`src/rtl/pse_pkg.sv`:
```
// Shared types, constants and the microcode program of the prime sieve engine.
package pse_pkg;

  localparam int MAX_BOUND   = 16384;
  localparam int PRIME_SLOTS = 2048;

  localparam int BOUND_W = 15;
  localparam int RANK_W  = 11;
  localparam int VALUE_W = 14;
  localparam int COUNT_W = 12;

  // map holds odd numbers only: entry k stands for 2k+1
  localparam int MAP_AW  = $clog2(MAX_BOUND) - 1;
  localparam int MAP_DEP = MAX_BOUND / 2;
  localparam int LIST_AW = $clog2(PRIME_SLOTS);
  // i stays below sqrt(MAX_BOUND)+2 in the outer loop
  localparam int SQ_W    = $clog2(MAX_BOUND) / 2 + 1;
  localparam int J_W     = BOUND_W + 1;
  localparam int PC_W    = 5;

  localparam logic [BOUND_W-1:0] BOUND_SAT = BOUND_W'(MAX_BOUND);
  localparam logic [COUNT_W-1:0] SLOTS_FULL = COUNT_W'(PRIME_SLOTS);

  typedef enum logic [1:0] {I_HOLD, I_LOAD3, I_ADD2} i_op_t;
  typedef enum logic [1:0] {J_HOLD, J_LOADSQ, J_ADDSTEP} j_op_t;
  typedef enum logic [1:0] {M_NONE, M_SET, M_CLR} map_op_t;
  typedef enum logic [1:0] {L_NONE, L_TWO, L_CAND} list_op_t;
  typedef enum logic [1:0] {F_NONE, F_BUILD, F_QUERY} fin_t;
  typedef enum logic [3:0] {
    C_NEVER, C_ALWAYS, C_QUERY, C_SMALL, C_I_GE_N,
    C_SQ_GE_N, C_MAP_CLR, C_J_GE_N, C_FULL
  } cond_t;

  typedef struct packed {
    i_op_t            i_op;
    j_op_t            j_op;
    map_op_t          map_op;
    list_op_t         list_op;
    fin_t             fin;
    cond_t            cond;
    logic [PC_W-1:0]  target;
  } ucode_t;

  // control from sequencer to datapath
  typedef struct packed {
    logic     accept;
    i_op_t    i_op;
    j_op_t    j_op;
    map_op_t  map_op;
    list_op_t list_op;
    fin_t     fin;
  } ctrl_t;

  // flags from datapath to sequencer
  typedef struct packed {
    logic query;
    logic n_le2;
    logic i_ge_n;
    logic sq_ge_n;
    logic map_clr;
    logic j_ge_n;
    logic full;
  } flags_t;

  localparam logic [PC_W-1:0] A_DISPATCH = 5'd0;
  localparam logic [PC_W-1:0] A_INIT     = 5'd1;
  localparam logic [PC_W-1:0] A_CLR_TEST = 5'd2;
  localparam logic [PC_W-1:0] A_CLR_SET  = 5'd3;
  localparam logic [PC_W-1:0] A_SIEVE    = 5'd4;
  localparam logic [PC_W-1:0] A_OUTER    = 5'd5;
  localparam logic [PC_W-1:0] A_SQ_TEST  = 5'd6;
  localparam logic [PC_W-1:0] A_MARK     = 5'd7;
  localparam logic [PC_W-1:0] A_INNER    = 5'd8;
  localparam logic [PC_W-1:0] A_STRIKE   = 5'd9;
  localparam logic [PC_W-1:0] A_NEXT_I   = 5'd10;
  localparam logic [PC_W-1:0] A_COLLECT  = 5'd11;
  localparam logic [PC_W-1:0] A_C_LOOP   = 5'd12;
  localparam logic [PC_W-1:0] A_C_TEST   = 5'd13;
  localparam logic [PC_W-1:0] A_C_STORE  = 5'd14;
  localparam logic [PC_W-1:0] A_C_NEXT   = 5'd15;
  localparam logic [PC_W-1:0] A_DONE     = 5'd16;
  localparam logic [PC_W-1:0] A_QUERY    = 5'd17;

  function automatic ucode_t uword(i_op_t io, j_op_t jo, map_op_t mo, list_op_t lo,
                                   fin_t f, cond_t c, logic [PC_W-1:0] t);
    ucode_t w;
    w.i_op    = io;
    w.j_op    = jo;
    w.map_op  = mo;
    w.list_op = lo;
    w.fin     = f;
    w.cond    = c;
    w.target  = t;
    return w;
  endfunction

  // jump is taken when cond holds, otherwise fall through to pc+1
  function automatic ucode_t ucode_rom(logic [PC_W-1:0] pc);
    ucode_t w;
    unique case (pc)
      A_DISPATCH: w = uword(I_HOLD,  J_HOLD,    M_NONE, L_NONE, F_NONE,  C_QUERY,   A_QUERY);
      A_INIT:     w = uword(I_LOAD3, J_HOLD,    M_NONE, L_NONE, F_NONE,  C_SMALL,   A_DONE);
      A_CLR_TEST: w = uword(I_HOLD,  J_HOLD,    M_NONE, L_NONE, F_NONE,  C_I_GE_N,  A_SIEVE);
      A_CLR_SET:  w = uword(I_ADD2,  J_HOLD,    M_SET,  L_NONE, F_NONE,  C_ALWAYS,  A_CLR_TEST);
      A_SIEVE:    w = uword(I_LOAD3, J_HOLD,    M_NONE, L_NONE, F_NONE,  C_NEVER,   A_OUTER);
      A_OUTER:    w = uword(I_HOLD,  J_HOLD,    M_NONE, L_NONE, F_NONE,  C_NEVER,   A_SQ_TEST);
      A_SQ_TEST:  w = uword(I_HOLD,  J_HOLD,    M_NONE, L_NONE, F_NONE,  C_SQ_GE_N, A_COLLECT);
      A_MARK:     w = uword(I_HOLD,  J_LOADSQ,  M_NONE, L_NONE, F_NONE,  C_MAP_CLR, A_NEXT_I);
      A_INNER:    w = uword(I_HOLD,  J_HOLD,    M_NONE, L_NONE, F_NONE,  C_J_GE_N,  A_NEXT_I);
      A_STRIKE:   w = uword(I_HOLD,  J_ADDSTEP, M_CLR,  L_NONE, F_NONE,  C_ALWAYS,  A_INNER);
      A_NEXT_I:   w = uword(I_ADD2,  J_HOLD,    M_NONE, L_NONE, F_NONE,  C_ALWAYS,  A_OUTER);
      A_COLLECT:  w = uword(I_LOAD3, J_HOLD,    M_NONE, L_TWO,  F_NONE,  C_NEVER,   A_C_LOOP);
      A_C_LOOP:   w = uword(I_HOLD,  J_HOLD,    M_NONE, L_NONE, F_NONE,  C_FULL,    A_DONE);
      A_C_TEST:   w = uword(I_HOLD,  J_HOLD,    M_NONE, L_NONE, F_NONE,  C_MAP_CLR, A_C_NEXT);
      A_C_STORE:  w = uword(I_HOLD,  J_HOLD,    M_NONE, L_CAND, F_NONE,  C_NEVER,   A_C_NEXT);
      A_C_NEXT:   w = uword(I_ADD2,  J_HOLD,    M_NONE, L_NONE, F_NONE,  C_ALWAYS,  A_C_LOOP);
      A_DONE:     w = uword(I_HOLD,  J_HOLD,    M_NONE, L_NONE, F_BUILD, C_NEVER,   A_DISPATCH);
      A_QUERY:    w = uword(I_HOLD,  J_HOLD,    M_NONE, L_NONE, F_QUERY, C_NEVER,   A_DISPATCH);
      default:    w = uword(I_HOLD,  J_HOLD,    M_NONE, L_NONE, F_BUILD, C_NEVER,   A_DISPATCH);
    endcase
    return w;
  endfunction

endpackage

```
`src/rtl/pse_sequencer.sv`:
```
// Microcode sequencer: step counter, control ROM and jump logic.
module pse_sequencer import pse_pkg::*; (
  input  logic   clk,
  input  logic   rst_n,
  input  logic   start,
  input  flags_t flags,
  output logic   busy,
  output ctrl_t  ctrl
);

  typedef enum logic [1:0] {S_IDLE = 2'b01, S_RUN = 2'b10} seq_state_t;

  seq_state_t       state_r, state_nxt;
  logic [PC_W-1:0]  pc_r, pc_nxt;
  ucode_t           word;
  logic             taken;

  assign word = ucode_rom(pc_r);

  always_comb begin
    case (word.cond)
      C_NEVER:   taken = 1'b0;
      C_ALWAYS:  taken = 1'b1;
      C_QUERY:   taken = flags.query;
      C_SMALL:   taken = flags.n_le2;
      C_I_GE_N:  taken = flags.i_ge_n;
      C_SQ_GE_N: taken = flags.sq_ge_n;
      C_MAP_CLR: taken = flags.map_clr;
      C_J_GE_N:  taken = flags.j_ge_n;
      C_FULL:    taken = flags.full;
      default:   taken = 1'b0;
    endcase
  end

  always_comb begin
    state_nxt = state_r;
    pc_nxt    = pc_r;
    unique case (state_r)
      S_IDLE: begin
        if (start) begin
          state_nxt = S_RUN;
          pc_nxt    = A_DISPATCH;
        end
      end
      S_RUN: begin
        pc_nxt = taken ? word.target : pc_r + PC_W'(1);
        if (word.fin != F_NONE) begin
          state_nxt = S_IDLE;
        end
      end
      default: begin
        state_nxt = S_IDLE;
      end
    endcase
  end

  always_ff @(posedge clk) begin
    if (!rst_n) begin
      state_r <= S_IDLE;
      pc_r    <= A_DISPATCH;
    end else begin
      state_r <= state_nxt;
      pc_r    <= pc_nxt;
    end
  end

  assign busy = (state_r != S_IDLE);

  always_comb begin
    ctrl         = '0;
    ctrl.accept  = start && (state_r == S_IDLE);
    if (state_r == S_RUN) begin
      ctrl.i_op    = word.i_op;
      ctrl.j_op    = word.j_op;
      ctrl.map_op  = word.map_op;
      ctrl.list_op = word.list_op;
      ctrl.fin     = word.fin;
    end
  end

endmodule

```
`config.mk`:
```
export PLATFORM = sky130hd
export DESIGN_NAME = pse_sequencer
export DESIGN_NICKNAME = d
export VERILOG_FILES = /design/src/rtl/pse_pkg.sv /design/src/rtl/pse_sequencer.sv
export SDC_FILE = /design/constraint.sdc
export NUM_CORES = 1
export LEC_CHECK = 0
export ABC_AREA = 1
export BUFFER_PORTS_ARGS = -buffer_cell sky130_fd_sc_hd__buf_2
export CAP_MARGIN = 30
export CORE_UTILIZATION = 56
export CTS_CLUSTER_SIZE = 24
export DETAILED_ROUTE_END_ITERATION = 12
export GPL_ROUTABILITY_DRIVEN = 1
export PLACE_DENSITY = 0.79
export SLEW_MARGIN = 20
export SYNTH_ARGS = -nofsm -noshare
export SYNTH_HDL_FRONTEND = slang
export SYNTH_SLANG_ARGS = --single-unit
```
`constraint.sdc`:
```
create_clock -name clk -period 4.7 [get_ports clk]
set_input_delay 0.235 -clock clk [delete_from_list [all_inputs] [get_ports clk]]
set_output_delay 0.235 -clock clk [all_outputs]
set_load 0.02 [all_outputs]
```
==> results.cfg <==
[setup_path]
start_kind = register
rrSetupSlack_ns = 2.46
critical_path_class = reg -> reg
startpoint = word[7]
rr_worst_depth = 16
cp_data_required_time_ns = 4.93
crit_arrival_ns = 2.46
endpoint_kind = register
crit_fanout = 8
r2r_start = word[7]
worstReg2RegEnd = word[7]

[clocking]
clockRootBuffer = clkbuf_4
cts.clk_slew.worst_paths_ns = 0.13
htree_levels = 1
cts_hold_buf = 0
clockBufferDepth = 2
numCtsBuffers = 3
postCtsSetupBuffers = 0
cts-resized-gates = 0
clk_latency_ns = 0.32
cts_sinks = 25
cts_tree = yes

[floorplanning]
dieArea_um2 = 2890
initial_core_util = 0.6001
core_um2 = 2500
die_y_um = 53.76
fp-row-count = 18
die_x_um = 53.76
num_io_pins = 22

[logic_synthesis]
synth_simple_gate_area_frac = 0.3978
syn_nets = 235
ys_types = 24
synth_mux_area_frac = 0
synth-compound-area-share = 0.05338
synth_top_family_by_area = simple AND/OR/NAND/NOR gates
synthAdderAreaFrac = 0.07506
synth.area.top_cells = dfxtp_1 33%, nand2_1 15%, inv_1 9.5%
yosysWarningCount = 0
syn_area_um2 = 1500
synth_top_area_share = 0.3336
synth_xor_area_frac = 0.01751
ys_seq_elements = 25
syn_area_per_cell_um2 = 6.945
syn_inst = 216
ys_seq_area_frac = 0.3336
yosys.area.top_type = dfxtp_1

[cells_and_area]
final_cell_mix = 60 x nand2_1, 38 x inv_1, 25 x nand3_1, 25 x dfxtp_1, 21 x buf_2
nFillCells = 239
drive_gt1_frac = 0.2017
finalNetCount = 258
areaGrowthSynthToFinish_pct = 9.758
diodes = 0
layout_commonest_cell = nand2_1

[run_status]
status = completed

[power_and_ir_drop]
vdd_drop_max_mv = 0.2158
seqPwrFrac = 0.615
power.switching_mw = 0.09260
clkPwrFrac = 0.267
p_leak_nw = 0.8935
internal_power_mw = 0.2635
p_sw_frac = 0.2601
powerDensity_nw_per_um2 = 216.2
combinationalPowerShare = 0.119

[route]
drtIter0Drc = 17
vias_per_cell = 4.746
wirelength_mm = 2.711
first_pass_iters = 4
vias = 1272
drc_errors = 0
wire_per_inst_um = 10.12
drtAntennaViolNets = 0

[placement]
place_congestion = 0.8686
hpwl_mm = 2.180
portBuffers = 21
dpl_worst_slack_ns = 2.496

[sta]
setup-tns-final_ns = 0
fmax_mhz = 446.7
max-slew-margin-rel = 0.8072
finalWorstPathRequiredPeriod_ns = 2.239
layout_setup_ws_ns = 2.461
period_share = 0.4763
clock_skew_ns = 0.002778
slew_viol_final = 0
tightest_slew_ns = 0.2882
finalHoldViolCount = 0
rsz0062_at_grt = false
setup_viol = 0

[grt]
grt_pass1_vias = 1018
grt_overflow = 0
grt_max_degree = 16
grt_pass1_wl_mm = 4.312
grt_usage = 0.2079
antenna_found_initial = 0

[min_path]
worst_hold_path_type = in -> reg
min_delay_worst_endpoint = state_r[1]
hold_depth = 3
hp-start = start

[run]
max-cap-violations = 0
==> Yosys cell counts <==
| cell | instances |
|---|---|
| nand2_1 | 60 |
| inv_1 | 38 |
| dfxtp_1 | 25 |
| nand3_1 | 25 |
| nor2_1 | 18 |
| ha_1 | 9 |
| o21ai_1 | 7 |
| nand2_4 | 5 |
| inv_2 | 4 |
| nand2_2 | 3 |
| nor2_4 | 3 |
| o21ai_0 | 3 |
| buf_4 | 2 |
| nand3_2 | 2 |
| nor2_2 | 2 |
| xor2_1 | 2 |
| a21oi_1 | 1 |
| a21oi_2 | 1 |
| buf_6 | 1 |
| nand3b_1 | 1 |
| nor2_8 | 1 |
| nor3_2 | 1 |
| o21ai_4 | 1 |
| xnor2_1 | 1 |
==> critical path, stage by stage, from the launching register on <==
cell and delay (ns):
dfxtp_1 0.41, inv_2 0.05, nor2_2 0.14, nand3_1 0.09, nand2_1 0.12, nor2_4 0.07
nand2_4 0.09, nand2_1 0.05, nand3_1 0.06, nand2_1 0.10, nand2_1 0.23, inv_1 0.18
ha_1 0.23, nand2_1 0.13, o21ai_1 0.09, nand2_1 0.06, nand2_1 0.05
==> metal layers <==
| metal | track usage | vias up | share of wire |
|---|---|---|---|
| li1 | - | 697 | - |
| met1 | 0.2801 | 547 | 0.47 |
| met2 | 0.3354 | 24 | 0.48 |
| met3 | 0.01695 | 4 | 0.030 |
| met4 | 0.09211 | 0 | 0.014 |
| met5 | 0 | - | 0 |
==> power groups by stage <==
stage / registers, mW / clock network (mW) / logic [mW]
finish: 0.219 / 0.0950 / 0.0423
global route: 0.220 / 0.107 / 0.0475
detailed placement: 0.224 / 0 / 0.0422
global placement: 0.223 / 0 / 0.0420
CTS: 0.219 / 0.100 / 0.0425
floorplan: 0.223 / 0 / 0.0323
==> through the flow <==
stage	utilization	instance area (µm²)	hold slack, ns	power (mW)	cells
2_1_floorplan	-	1500	0.4582	0.2554	216
3_3_place_gp	0.6466	1617	0.5234	0.2654	264
3_5_place_dp	0.6466	1617	0.5372	0.2658	264
4_1_cts	0.6587	1647	0.2331	0.3615	268
5_1_grt	0.6587	1647	0.2451	0.3739	268
6_report	0.6587	1647	0.2462	0.3561	268
==> state kept, by name, indices dropped and copies added (netlist names) <==
name	flops
pc_r	5
state_r	2
word	18
==> worst max-delay path by stage <==
stage	slack, ns	endpoint	depth (start not counted)
finish	2.46	word[7]	16
floorplan	2.82	word[6]	16
global route	2.20	word[18]	16
global placement	2.53	word[6]	16
detailed placement	2.50	word[6]	16
CTS	2.48	word[6]	16
==> kinds of logic (layout without fill, tap and decap cells) <==
family | Yosys count | after routing
XOR/XNOR | 3 | 3
AND/OR/NAND/NOR | 121 | 121
adder cells (fa/ha/maj) | 9 | 9
AO/OA/AOI/OAI | 13 | 13
flip-flops | 25 | 25
buffers and inverters | 45 | 67
==> layout make-up <==
cell class,count,area [µm²],area share
timing repair buffer,21,105.1,0.06383
clock buffer,3,22.52,0.01368
multi-input combinational,146,815.8,0.4954
sequential,25,500.5,0.3040
inverter,42,157.7,0.09574
tap,30,37.54,0.02280
clock inverter,1,7.507,0.004559
Power figures use the tool's default switching activity.
